$ cat src/hdl/pdh_fifo.sv
// Two-entry queue between the front and the back.
`default_nettype none
module pdh_fifo #(
  parameter int WIDTH = 16
) (
  input  wire logic             clk_i,
  input  wire logic             rst_ni,
  input  wire logic             push_valid_i,
  output logic                  push_ready_o,
  input  wire logic [WIDTH-1:0] push_data_i,
  output logic                  pop_valid_o,
  input  wire logic             pop_ready_i,
  output logic [WIDTH-1:0]      pop_data_o
);
  logic [WIDTH-1:0] entry_q [2];
  logic             wr_ptr_q, rd_ptr_q;
  logic [1:0]       count_q;
  logic             do_push, do_pop;

  assign push_ready_o = (count_q != 2'd2);
  assign pop_valid_o  = (count_q != 2'd0);
  assign pop_data_o   = entry_q[rd_ptr_q];
  assign do_push      = push_valid_i && push_ready_o;
  assign do_pop       = pop_valid_o && pop_ready_i;

  // Pointers and fill level.
  always_ff @(posedge clk_i or negedge rst_ni) begin
    if (!rst_ni) begin
      wr_ptr_q <= 1'b0;
      rd_ptr_q <= 1'b0;
      count_q  <= 2'd0;
    end else begin
      if (do_push) wr_ptr_q <= !wr_ptr_q;
      if (do_pop) rd_ptr_q <= !rd_ptr_q;
      if (do_push && !do_pop) count_q <= count_q + 2'd1;
      else if (do_pop && !do_push) count_q <= count_q - 2'd1;
    end
  end

  // Entry storage.
  always_ff @(posedge clk_i) begin
    if (do_push) entry_q[wr_ptr_q] <= push_data_i;
  end
endmodule
`default_nettype wire

$ cat config.mk
export PLATFORM = sky130hd
export DESIGN_NAME = pdh_fifo
export DESIGN_NICKNAME = d
export VERILOG_FILES = /design/src/hdl/pdh_fifo.sv
export SDC_FILE = /design/constraint.sdc
export NUM_CORES = 1
export LEC_CHECK = 0
export ABC_CLOCK_PERIOD_IN_PS = 2400
export BUFFER_PORTS_ARGS = -buffer_cell sky130_fd_sc_hd__buf_2
export CAP_MARGIN = 20
export CORE_MARGIN = 1.5
export CORE_UTILIZATION = 50
export CTS_CLUSTER_DIAMETER = 60
export DETAILED_ROUTE_END_ITERATION = 7
export PLACE_DENSITY_LB_ADDON = 0.12
export SYNTH_ARGS = -nofsm -noshare
export SYNTH_HDL_FRONTEND = slang
export SYNTH_SLANG_ARGS = --single-unit
$ cat constraint.sdc
create_clock -name clk_i -period 2.4 [get_ports clk_i]
set_input_delay 0.36 -clock clk_i [delete_from_list [all_inputs] [get_ports clk_i]]
set_output_delay 0.36 -clock clk_i [all_outputs]
set_load 0.02 [all_outputs]
==> flow_metrics.tcl <==
set metrics [dict create \
    outcome "finished, final reports clean" \
    rsz0062_at_grt "no" \
    slowest_stage "dfrtp_1" \
    grt_overflow_total 0 \
    irDropWorstVdd_mv 0.768 \
    fillers 230 \
    worstSetupStartpointType "register" \
    maxCapViolCount 0 \
    slew_viol_final 0 \
    setup-violations-final 0 \
    clock_skew_ns 0.00679 \
    initial_core_util_pct 51.8 \
    mostFrequentLayoutCells "buf_2 (37), edfxtp_1 (32), mux2_4 (9)" \
    layout_commonest_cell "buf_2" \
    core_mm2 0.00271 \
    gp_congestion 0.609 \
    die_w_um 56.0 \
    ys_warn_count 0 \
    ant_nets 0 \
    dieArea_mm2 0.00313 \
    critPathMaxStageDelay_ns 0.59 \
    dp_cells 138 \
    wl_per_cell_um 14.2 \
    synth_cell_types 16 \
    placed_cell_area_mm2 0.00163 \
    syn2layout_area_growth_pct 21.5 \
    hpwl_um 1470 \
    hold_viol 0 \
    cts_tree "yes" \
    insertion_delay_ns 0.33 \
    crit_chain "buf_4 > mux2_2 > buf_2" \
    crit_buf_inv 2 \
    ys_ff_latch 36 \
    clock-root-buffer "clkbuf_4" \
    num_io_pins 38 \
    criticalPathCategory "reg -> out" \
    fp.dieH_um 56.0 \
    post_cts_buffers 0 \
    drt_iter0_markers 12 \
    vias_per_cell 4.88 \
    antenna_found_initial 0 \
    diodes 0 \
    critPathRequiredTime_ns 2.04 \
    vias 718 \
    io_buffers 37 \
    worst_slew_pin_slew_ns 0.513 \
    numCtsBuffers 5 \
    syn_inst 68 \
    nets 136 \
    grtUsageTotal_pct 15.8 \
    avgSynthCellArea_um2 20.6 \
    drive_gt1_share_pct 56.0 \
    clk_pin_slew_ns 0.10 \
    first_global_vias 723 \
    clock_sinks 36 \
    path_delay_family "flip-flops" \
    end_kind "output pin" \
    crit_arrival_ns 1.72 \
    cts_htree_levels 2 \
    whs_ns 0.207 \
    clock.fmax_mhz 482 \
    power_density_mw_per_mm2 1230 \
    crit_fanout 10 \
    synth_fp_nets 89 \
    instances_no_fill 147 \
    min_path_type "in -> reg" \
    seq_area_frac_synth_pct 75.6 \
    r2r_slack_ns 0.77 \
    clk_path_buf_depth 2 \
    p_leak_nw 0.703 \
    placementRows 19 \
    drc_errors 0 \
    period_share_pct 86.5 \
    finish.instance_area_mm2 0.00170 \
    grt_max_degree 12 \
    synth_area_mm2 0.00140 \
    relSlewSlack_pct 65.8 \
    tns_ns 0 \
    period_minus_slack_ns 2.08 \
    grt_pass1_wl_um 3440 \
    firstDrtPassIters 2 \
    drt-total-wl_um 2080 \
]
==> per-stage QoR <==
step           total power [mW]  setup slack (ns)  utilization, %
6_report                   2.09             0.323            62.9
5_1_grt                    2.22             0.213            62.9
4_1_cts                    2.12             0.288            62.9
3_5_place_dp               1.76             0.687            60.0
3_3_place_gp               1.75             0.696            60.0
2_1_floorplan              1.57             0.518               -
==> metal layers <==
metal	wire length (µm)	vias to the layer above	GRT usage, %	share of wire [%]
met2	1050	24	23.9	50
met4	67	0	12.2	3.2
met3	108	6	5.12	5.2
met1	860	339	18.7	41
li1	-	349	-	-
met5	0	-	0	0
==> worst paths after layout <==
path                                        startpoint                       to  cells after the start
max in group asynchronous                       rst_ni   count_q[0]$_DFFE_PN0P_                      2
worst min-delay path                    push_data_i[8]  entry_q[0][8]$_DFFE_PP_                      1
min in group asynchronous                       rst_ni     wr_ptr_q$_DFFE_PN0P_                      2
worst max-delay path              rd_ptr_q$_DFFE_PN0P_           pop_data_o[13]                      3
worst max register to register  count_q[0]$_DFFE_PN0P_  entry_q[1][9]$_DFFE_PP_                      3
worst min register to register    wr_ptr_q$_DFFE_PN0P_     wr_ptr_q$_DFFE_PN0P_                      1
==> cells by family after synthesis <==
family	share of synthesized area, %
adders and majority gates	0.892
xor gates and xnor gates	3.12
DFF	75.6
and+or+nand+nor	2.59
buffers and inverters	2.50
muxes	15.3
==> power breakdown <==
group	total [mW]	leakage (nW)	switching [mW]	internal, mW
Combinational	0.791	0.320	0.424	0.366
Sequential	0.945	0.344	0.0807	0.865
Clock	0.355	0.0386	0.182	0.172
==> synthesized netlist by cell type <==
library cell,instances,area [µm²]
and3_1,1,6.26
mux2_4,9,135
edfxtp_1,32,961
nand2_1,1,3.75
buf_6,1,11.3
nand2b_1,1,6.26
xnor2_1,3,26.3
mux2_2,7,78.8
inv_1,1,3.75
buf_12,1,20.0
xor2_1,2,17.5
nand2_2,1,6.26
ha_1,1,12.5
dfrtp_1,4,100
or2_1,1,6.26
nor2_1,2,7.51
==> flip-flops by register name, summed over array words and instances (netlist names) <==
name / count
count_q: 2
entry_q: 32
rd_ptr_q: 1
wr_ptr_q: 1
==> what timing repair did <==
| item | in CTS | in global routing |
|---|---|---|
| hold buffers | 1 | 0 |
| endpoints found under the setup margin | 0 | 0 |
| resized for setup | 0 | 0 |
| hold endpoints to repair | 4 | 0 |
==> cell type report <==
cell class / count / area (µm²) / share of cell area, %
Inverter: 1 / 3.75 / 0.220
Sequential cell: 36 / 1060 / 62.3
Clock buffer: 8 / 68.8 / 4.04
Timing Repair Buffer: 42 / 225 / 13.2
Multi-Input combinational cell: 29 / 307 / 18.0
Tap cell: 31 / 38.8 / 2.28
No activity file was read; power rests on OpenSTA's default activity.
