File: src/hdl/pdh_pkg.sv
// Package with shared types and codes of the pair distance histogram.
`default_nettype none
package pdh_pkg;

  // Item operation codes.
  localparam logic [1:0] OP_CLEAR  = 2'd0;
  localparam logic [1:0] OP_ACC    = 2'd1;
  localparam logic [1:0] OP_READ   = 2'd2;
  localparam logic [1:0] OP_UNUSED = 2'd3;

  // Result status codes.
  localparam logic [1:0] ST_DONE  = 2'd0;
  localparam logic [1:0] ST_DROP  = 2'd1;
  localparam logic [1:0] ST_RANGE = 2'd2;

  // Register indexes on the configuration port.
  localparam logic [2:0] REG_MIN_RADIUS = 3'd0;
  localparam logic [2:0] REG_INV_WIDTH  = 3'd1;
  localparam logic [2:0] REG_WEIGHT     = 3'd2;
  localparam logic [2:0] REG_TYPE_COUNT = 3'd3;
  localparam logic [2:0] REG_BIN_COUNT  = 3'd4;

  // Work kinds passed from the front to the back.
  typedef enum logic [1:0] {
    KIND_REPLY,
    KIND_CLEAR,
    KIND_ACC,
    KIND_READ
  } kind_e;

  typedef enum logic [2:0] {
    F_IDLE,
    F_ROOT,
    F_SUB,
    F_MUL,
    F_PUSH
  } front_state_e;

  typedef enum logic [1:0] {
    B_INIT,
    B_IDLE,
    B_ACCESS,
    B_CLEAR
  } back_state_e;

  // Configuration register set.
  typedef struct packed {
    logic [23:0] min_radius;
    logic [23:0] inv_bin_width;
    logic [24:0] bin_weight;
    logic [2:0]  type_count;
    logic [8:0]  bin_count;
  } cfg_t;

  // Work descriptor, without the store address.
  typedef struct packed {
    kind_e      kind;
    logic [1:0] status;
    logic [7:0] hit;
  } desc_t;

endpackage
`default_nettype wire

File: src/hdl/pdh_in_if.sv
// Input item channel of the pair distance histogram.
`default_nettype none
interface pdh_in_if;
  logic        valid;
  logic        ready;
  logic [1:0]  op;
  logic [2:0]  lag;
  logic [1:0]  type_first;
  logic [1:0]  type_second;
  logic        same_atom;
  logic [31:0] dist_sq;
  logic [4:0]  read_slot;
  logic [7:0]  read_bin;

  modport source (output valid, op, lag, type_first, type_second, same_atom, dist_sq,
                  read_slot, read_bin, input ready);
  modport sink (input valid, op, lag, type_first, type_second, same_atom, dist_sq,
                read_slot, read_bin, output ready);
endinterface
`default_nettype wire

File: src/hdl/pdh_front.sv
// Front: accepts items, checks ranges, takes the square root and finds the bin.
`default_nettype none
module pdh_front #(
  parameter int MAX_LAGS  = 8,
  parameter int MAX_TYPES = 4,
  parameter int MAX_BINS  = 256,
  parameter int AW        = 16
) (
  input  wire logic           clk_i,
  input  wire logic           rst_ni,
  input  wire logic           enable_i,
  input  wire pdh_pkg::cfg_t  cfg_i,
  pdh_in_if.sink              in_i,
  output logic                push_valid_o,
  input  wire logic           push_ready_i,
  output pdh_pkg::desc_t      push_desc_o,
  output logic [AW-1:0]       push_addr_o
);
  import pdh_pkg::*;

  localparam int SLOTS_MAX = MAX_TYPES * (MAX_TYPES + 1);
  localparam int LAG_WORDS = SLOTS_MAX * MAX_BINS;

  front_state_e state_q, state_d;
  desc_t        desc_q, desc_d;
  logic [AW-1:0] addr_q, addr_d;
  logic [49:0]  rem_q, rem_d, res_q, res_d, bit_q, bit_d;
  logic [47:0]  prod_q, prod_d;

  logic         accept, lag_ok, types_ok, read_ok;
  logic [1:0]   t_lo, t_hi;
  logic [7:0]   n, half, slot;
  logic [AW-1:0] base;
  logic [49:0]  trial;
  logic [23:0]  radius;
  logic [15:0]  bin;

  assign in_i.ready   = enable_i && (state_q == F_IDLE);
  assign accept       = in_i.valid && in_i.ready;
  assign push_valid_o = (state_q == F_PUSH);
  assign push_desc_o  = desc_q;
  assign push_addr_o  = addr_q;

  // Range checks and the dense pair slot index.
  always_comb begin
    n        = 8'(cfg_i.type_count);
    half     = 8'((n * (n + 8'd1)) >> 1);
    lag_ok   = (32'(in_i.lag) < MAX_LAGS);
    types_ok = (8'(in_i.type_first) < n) && (8'(in_i.type_second) < n);
    read_ok  = (8'(in_i.read_slot) < 8'(half << 1)) &&
               (9'(in_i.read_bin) < cfg_i.bin_count);
    t_lo     = (in_i.type_first < in_i.type_second) ? in_i.type_first : in_i.type_second;
    t_hi     = (in_i.type_first < in_i.type_second) ? in_i.type_second : in_i.type_first;
    slot     = 8'((8'(t_lo) * (8'(n << 1) - 8'(t_lo) + 8'd1)) >> 1) + 8'(t_hi - t_lo);
    if (in_i.same_atom) slot = slot + half;
    base     = AW'(in_i.lag) * AW'(LAG_WORDS);
  end

  // One step of the bitwise root, and the bin from the product.
  assign trial  = res_q + bit_q;
  assign radius = res_q[23:0];
  assign bin    = prod_q[47:32];

  // Next state and datapath.
  always_comb begin
    state_d = state_q;
    desc_d  = desc_q;
    addr_d  = addr_q;
    rem_d   = rem_q;
    res_d   = res_q;
    bit_d   = bit_q;
    prod_d  = prod_q;
    unique case (state_q)
      F_IDLE: begin
        if (accept) begin
          desc_d  = '{kind: KIND_REPLY, status: ST_RANGE, hit: 8'd0};
          state_d = F_PUSH;
          case (in_i.op)
            OP_CLEAR: begin
              if (lag_ok) begin
                desc_d.kind   = KIND_CLEAR;
                desc_d.status = ST_DONE;
                addr_d        = base;
              end
            end
            OP_ACC: begin
              if (lag_ok && types_ok) begin
                addr_d  = base + AW'(slot) * AW'(MAX_BINS);
                rem_d   = 50'({in_i.dist_sq, 16'd0});
                res_d   = '0;
                bit_d   = 50'(1) << 48;
                state_d = F_ROOT;
              end
            end
            OP_READ: begin
              if (lag_ok && read_ok) begin
                desc_d.kind   = KIND_READ;
                desc_d.status = ST_DONE;
                addr_d        = base + AW'(in_i.read_slot) * AW'(MAX_BINS) +
                                AW'(in_i.read_bin);
              end
            end
            default: ;
          endcase
        end
      end
      F_ROOT: begin
        if (bit_q != '0) begin
          if (rem_q >= trial) begin
            rem_d = rem_q - trial;
            res_d = (res_q >> 1) + bit_q;
          end else begin
            res_d = res_q >> 1;
          end
          bit_d = bit_q >> 2;
        end else begin
          state_d = F_SUB;
        end
      end
      F_SUB: begin
        if (radius < cfg_i.min_radius) begin
          desc_d.status = ST_DROP;
          state_d       = F_PUSH;
        end else begin
          prod_d  = 48'(radius - cfg_i.min_radius) * 48'(cfg_i.inv_bin_width);
          state_d = F_MUL;
        end
      end
      F_MUL: begin
        if (bin >= 16'(cfg_i.bin_count)) begin
          desc_d.status = ST_DROP;
        end else begin
          desc_d.kind   = KIND_ACC;
          desc_d.status = ST_DONE;
          desc_d.hit    = bin[7:0];
          addr_d        = addr_q + AW'(bin);
        end
        state_d = F_PUSH;
      end
      F_PUSH: begin
        if (push_ready_i) state_d = F_IDLE;
      end
      default: state_d = F_IDLE;
    endcase
  end

  always_ff @(posedge clk_i or negedge rst_ni) begin
    if (!rst_ni) begin
      state_q <= F_IDLE;
    end else begin
      state_q <= state_d;
    end
  end

  always_ff @(posedge clk_i) begin
    desc_q <= desc_d;
    addr_q <= addr_d;
    rem_q  <= rem_d;
    res_q  <= res_d;
    bit_q  <= bit_d;
    prod_q <= prod_d;
  end
endmodule
`default_nettype wire

File: src/flat_wrapper.sv
// flat-port wrapper written by rule: the top's interface ports become plain ports
module pdh_front_flat import pdh_pkg::*;
#(
  parameter int MAX_LAGS  = 8,
  parameter int MAX_TYPES = 4,
  parameter int MAX_BINS  = 256,
  parameter int AW        = 16
)
  (clk_i, rst_ni, enable_i, cfg_i, push_valid_o, push_ready_i, push_desc_o, push_addr_o, in_i_valid, in_i_op, in_i_lag, in_i_type_first, in_i_type_second, in_i_same_atom, in_i_dist_sq, in_i_read_slot, in_i_read_bin, in_i_ready);
  pdh_in_if in_i_i ();
  input  wire logic clk_i;
  input  wire logic rst_ni;
  input  wire logic enable_i;
  input  wire pdh_pkg::cfg_t cfg_i;
  output logic push_valid_o;
  input  wire logic push_ready_i;
  output pdh_pkg::desc_t push_desc_o;
  output logic [AW-1:0] push_addr_o;
  input wire logic [$bits(in_i_i.valid)-1:0] in_i_valid;
  input wire logic [$bits(in_i_i.op)-1:0] in_i_op;
  input wire logic [$bits(in_i_i.lag)-1:0] in_i_lag;
  input wire logic [$bits(in_i_i.type_first)-1:0] in_i_type_first;
  input wire logic [$bits(in_i_i.type_second)-1:0] in_i_type_second;
  input wire logic [$bits(in_i_i.same_atom)-1:0] in_i_same_atom;
  input wire logic [$bits(in_i_i.dist_sq)-1:0] in_i_dist_sq;
  input wire logic [$bits(in_i_i.read_slot)-1:0] in_i_read_slot;
  input wire logic [$bits(in_i_i.read_bin)-1:0] in_i_read_bin;
  output wire logic [$bits(in_i_i.ready)-1:0] in_i_ready;
  assign in_i_i.valid = in_i_valid;
  assign in_i_i.op = in_i_op;
  assign in_i_i.lag = in_i_lag;
  assign in_i_i.type_first = in_i_type_first;
  assign in_i_i.type_second = in_i_type_second;
  assign in_i_i.same_atom = in_i_same_atom;
  assign in_i_i.dist_sq = in_i_dist_sq;
  assign in_i_i.read_slot = in_i_read_slot;
  assign in_i_i.read_bin = in_i_read_bin;
  assign in_i_ready = in_i_i.ready;
  pdh_front #(.MAX_LAGS(MAX_LAGS), .MAX_TYPES(MAX_TYPES), .MAX_BINS(MAX_BINS), .AW(AW)) u_core (.clk_i(clk_i), .rst_ni(rst_ni), .enable_i(enable_i), .cfg_i(cfg_i), .in_i(in_i_i), .push_valid_o(push_valid_o), .push_ready_i(push_ready_i), .push_desc_o(push_desc_o), .push_addr_o(push_addr_o));
endmodule
File: config.mk
export PLATFORM = sky130hd
export DESIGN_NAME = pdh_front_flat
export DESIGN_NICKNAME = d
export VERILOG_FILES = /design/src/hdl/pdh_pkg.sv /design/src/hdl/pdh_in_if.sv /design/src/hdl/pdh_front.sv /design/src/flat_wrapper.sv
export SDC_FILE = /design/constraint.sdc
export NUM_CORES = 2
export LEC_CHECK = 0
export BUFFER_PORTS_ARGS = -buffer_cell sky130_fd_sc_hd__buf_2
export CAP_MARGIN = 25
export CORE_ASPECT_RATIO = 1.1
export CORE_MARGIN = 3
export CORE_UTILIZATION = 50
export DETAILED_ROUTE_END_ITERATION = 8
export PLACE_DENSITY = 0.7
export SYNTH_ARGS = -nofsm -noshare
export SYNTH_HDL_FRONTEND = slang
export SYNTH_SLANG_ARGS = --single-unit
File: constraint.sdc
create_clock -name clk_i -period 10.5 [get_ports clk_i]
set_input_delay 2.1 -clock clk_i [delete_from_list [all_inputs] [get_ports clk_i]]
set_output_delay 2.1 -clock clk_i [all_outputs]
set_load 0.005 [all_outputs]
==> reports/results.tsv <==
metric	value	unit
die_h	294	µm
fin_util	57.8	%
synthToLayoutAreaGrowth	13.5	%
seq_area_frac_synth	13.7	%
cp_slowest_cell	fa_2	
gr-total-overflow	0	
syn-num-nets	5261	
wl_per_cell	18.6	µm
core	0.0738	mm²
cts_hold_buf	0	
die_area	0.0785	mm²
start_util	50.9	%
avgSynthCellArea	9.01	µm²
hold_viol_final	0	
fin_cells	5400	
drc_errors	0	
outcome	complete, but fails checks	
fill_cells	6428	
yosysMostFrequentCell	inv_1	
synth_cell_types	87	
min_period_over_period	104	%
grt_pass1_wl	162000	µm
wl_met3	6180	µm
top_layer	met5	
critPathKind	in2reg	
synth_top_area_share	33.7	%
slew_headroom	32.4	%
num_vias	29872	
grt_antenna_before_repair	5	
end_kind	flop	
rsz0062_at_grt	yes	
dp.cells	5341	
ys_async_sr_fraction	1.74	%
min_path_cells	2	
dp_hpwl	81400	µm
first_pass_iters	5	
pin_count	175	
detail_route.vias_per_cell	5.53	
fin_nets	5523	
path_clk_slew	0.08	ns
clock_sinks	172	
track_usage	26.2	%
rr_worst_depth	40	
detail_route.wirelength	100000	µm
violations	setup timing	
crit_path_max_fanout	8	
crit_required	10.70	ns
gp_congestion	0.899	
fin_ws	-0.439	ns
io_buffers	149	
drv_cap	0	
clock_tree.buffer_depth	2	
fin_crit	10.94	ns
synth-main-ff-cell	edfxtp_1	
skew	0.0257	ns
grt_pass1_vias	31036	
netlist_area	0.0376	mm²
root_buffer	clkbuf_16	
wl_met1	42300	µm
htreeDepth	4	
cp_common_cell	fa_1	
drv_slew	0	
critPathMaxStageDelay	0.60	ns
wl_met2	48600	µm
numCtsBuffers	17	
syn-instance-count	4170	
ys_warn_count	0	
rows	104	
cts_tree	done	
fin_hold_ws	0.670	ns
synth_area_leaders	fa_1 34%, edfxtp_1 14%, ha_1 10%	
final_layout_size_suffix_gt1_share	13.9	%
cp.arrival	11.14	ns
worst_pin_slew	1.00	ns
finalSetupViolations	11	
synth_area_leader_cell	fa_1	
synth.top_cells.by_count	780 x inv_1, 632 x fa_1, 468 x nand2_1, 314 x ha_1, 295 x and2_1	
hp-class	reg2reg	
grt_max_degree	69	
dieWidth	267	µm
drt_iter0_markers	2225	
ys_seq_elements	172	
antenna_left	0	
critPathLaunchType	primary input	
clk_latency	0.47	ns
max_freq	91.4	MHz
synth_edf_count	169	
-- state kept, by name (all words and copies together) (netlist names) --
register and cells:
u_core.rem_q 50, u_core.prod_q 16, u_core.state_q 3, u_core.bit_q 25, u_core.push_desc_o 12, u_core.push_addr_o 16
u_core.res_q 50
-- cell families (layout without fill, tap and decap cells) --
logic type	Yosys count	after routing	share of synthesized area (%)
XOR/XNOR	207	207	4.82
AO/OA/AOI/OAI	670	670	11.4
flip-flops	172	172	13.7
buffers and inverters	946	1221	9.58
AND/OR/NAND/NOR	1220	1220	16.1
other	0	1	0
adder cells (fa/ha/maj)	946	946	44.1
multiplexers	9	9	0.260
-- through the flow --
| step | TNS (ns) | instance area, µm² | worst slack, ns |
|---|---|---|---|
| floorplan | -0.00117 | 37800 | -0.00117 |
| global placement | -15.49 | 41200 | -1.43 |
| detailed placement | -16.58 | 41200 | -1.51 |
| CTS | -3.42 | 42400 | -0.418 |
| global route | -7.25 | 42700 | -0.757 |
| finish | -3.29 | 42700 | -0.439 |
-- cell type report --
type	instances	area, µm²	share of cell area, %
clock inverter	15	236	0.554
tap	954	1190	2.80
sequential	172	5150	12.1
antenna	1	2.50	0.00587
timing repair buffer	409	3060	7.18
multi-input combinational	3052	29700	69.5
inverter	780	2930	6.87
clock buffer	17	425	0.997
-- metal layers --
metal	track usage (%)	vias to the layer above
li1	-	13889
met1	35.0	14756
met2	44.8	1012
met3	2.97	207
met4	8.29	8
met5	0	-
-- cells in the final DEF (no fill, tap or decap), drive strengths merged, types with 36 or more instances in the layout --
cell,n
a31oi,48
nor3,36
nor2,147
buf,409
nand3,48
inv,789
edfxtp,169
nand2,468
a21o,59
fa,632
xnor2,120
ha,314
xor2,87
nor2b,48
and3,47
and2,295
o21ai,159
a21oi,187
-- path summary, 6_finish.rpt --
check                                   from                     to  slack [ns]
setup / recovery                   cfg_i[61]      u_core.prod_q[39]       -0.44
hold / removal             u_core.prod_q[33]  u_core.push_desc_o[1]        0.67
min in group asynchronous             rst_ni      u_core.state_q[0]        1.44
max in group asynchronous             rst_ni      u_core.state_q[2]        8.96
setup reg to reg             u_core.res_q[0]      u_core.prod_q[39]        0.73
hold reg to reg            u_core.prod_q[33]  u_core.push_desc_o[1]        0.67
-- what timing repair did --
action | CTS | global route
gates resized for setup | 66 | 51
pin swaps | 72 | 60
setup endpoints to repair | 15 | 15
cloned | 0 | 0
buffers inserted | 21 | 5
-- worst max-delay path, delay by kind of cell --
kind                       cells  cell delay, ns
AOI/OAI and AO/OA             12            2.49
xor gates and xnor gates       2            0.28
adders and majority gates     10            4.32
buffers and inverters         12            1.12
and+or+nand+nor                4            0.83
Power is not shown: default switching activity piles up to over one toggle a cycle in this logic, so the estimate is an artifact.
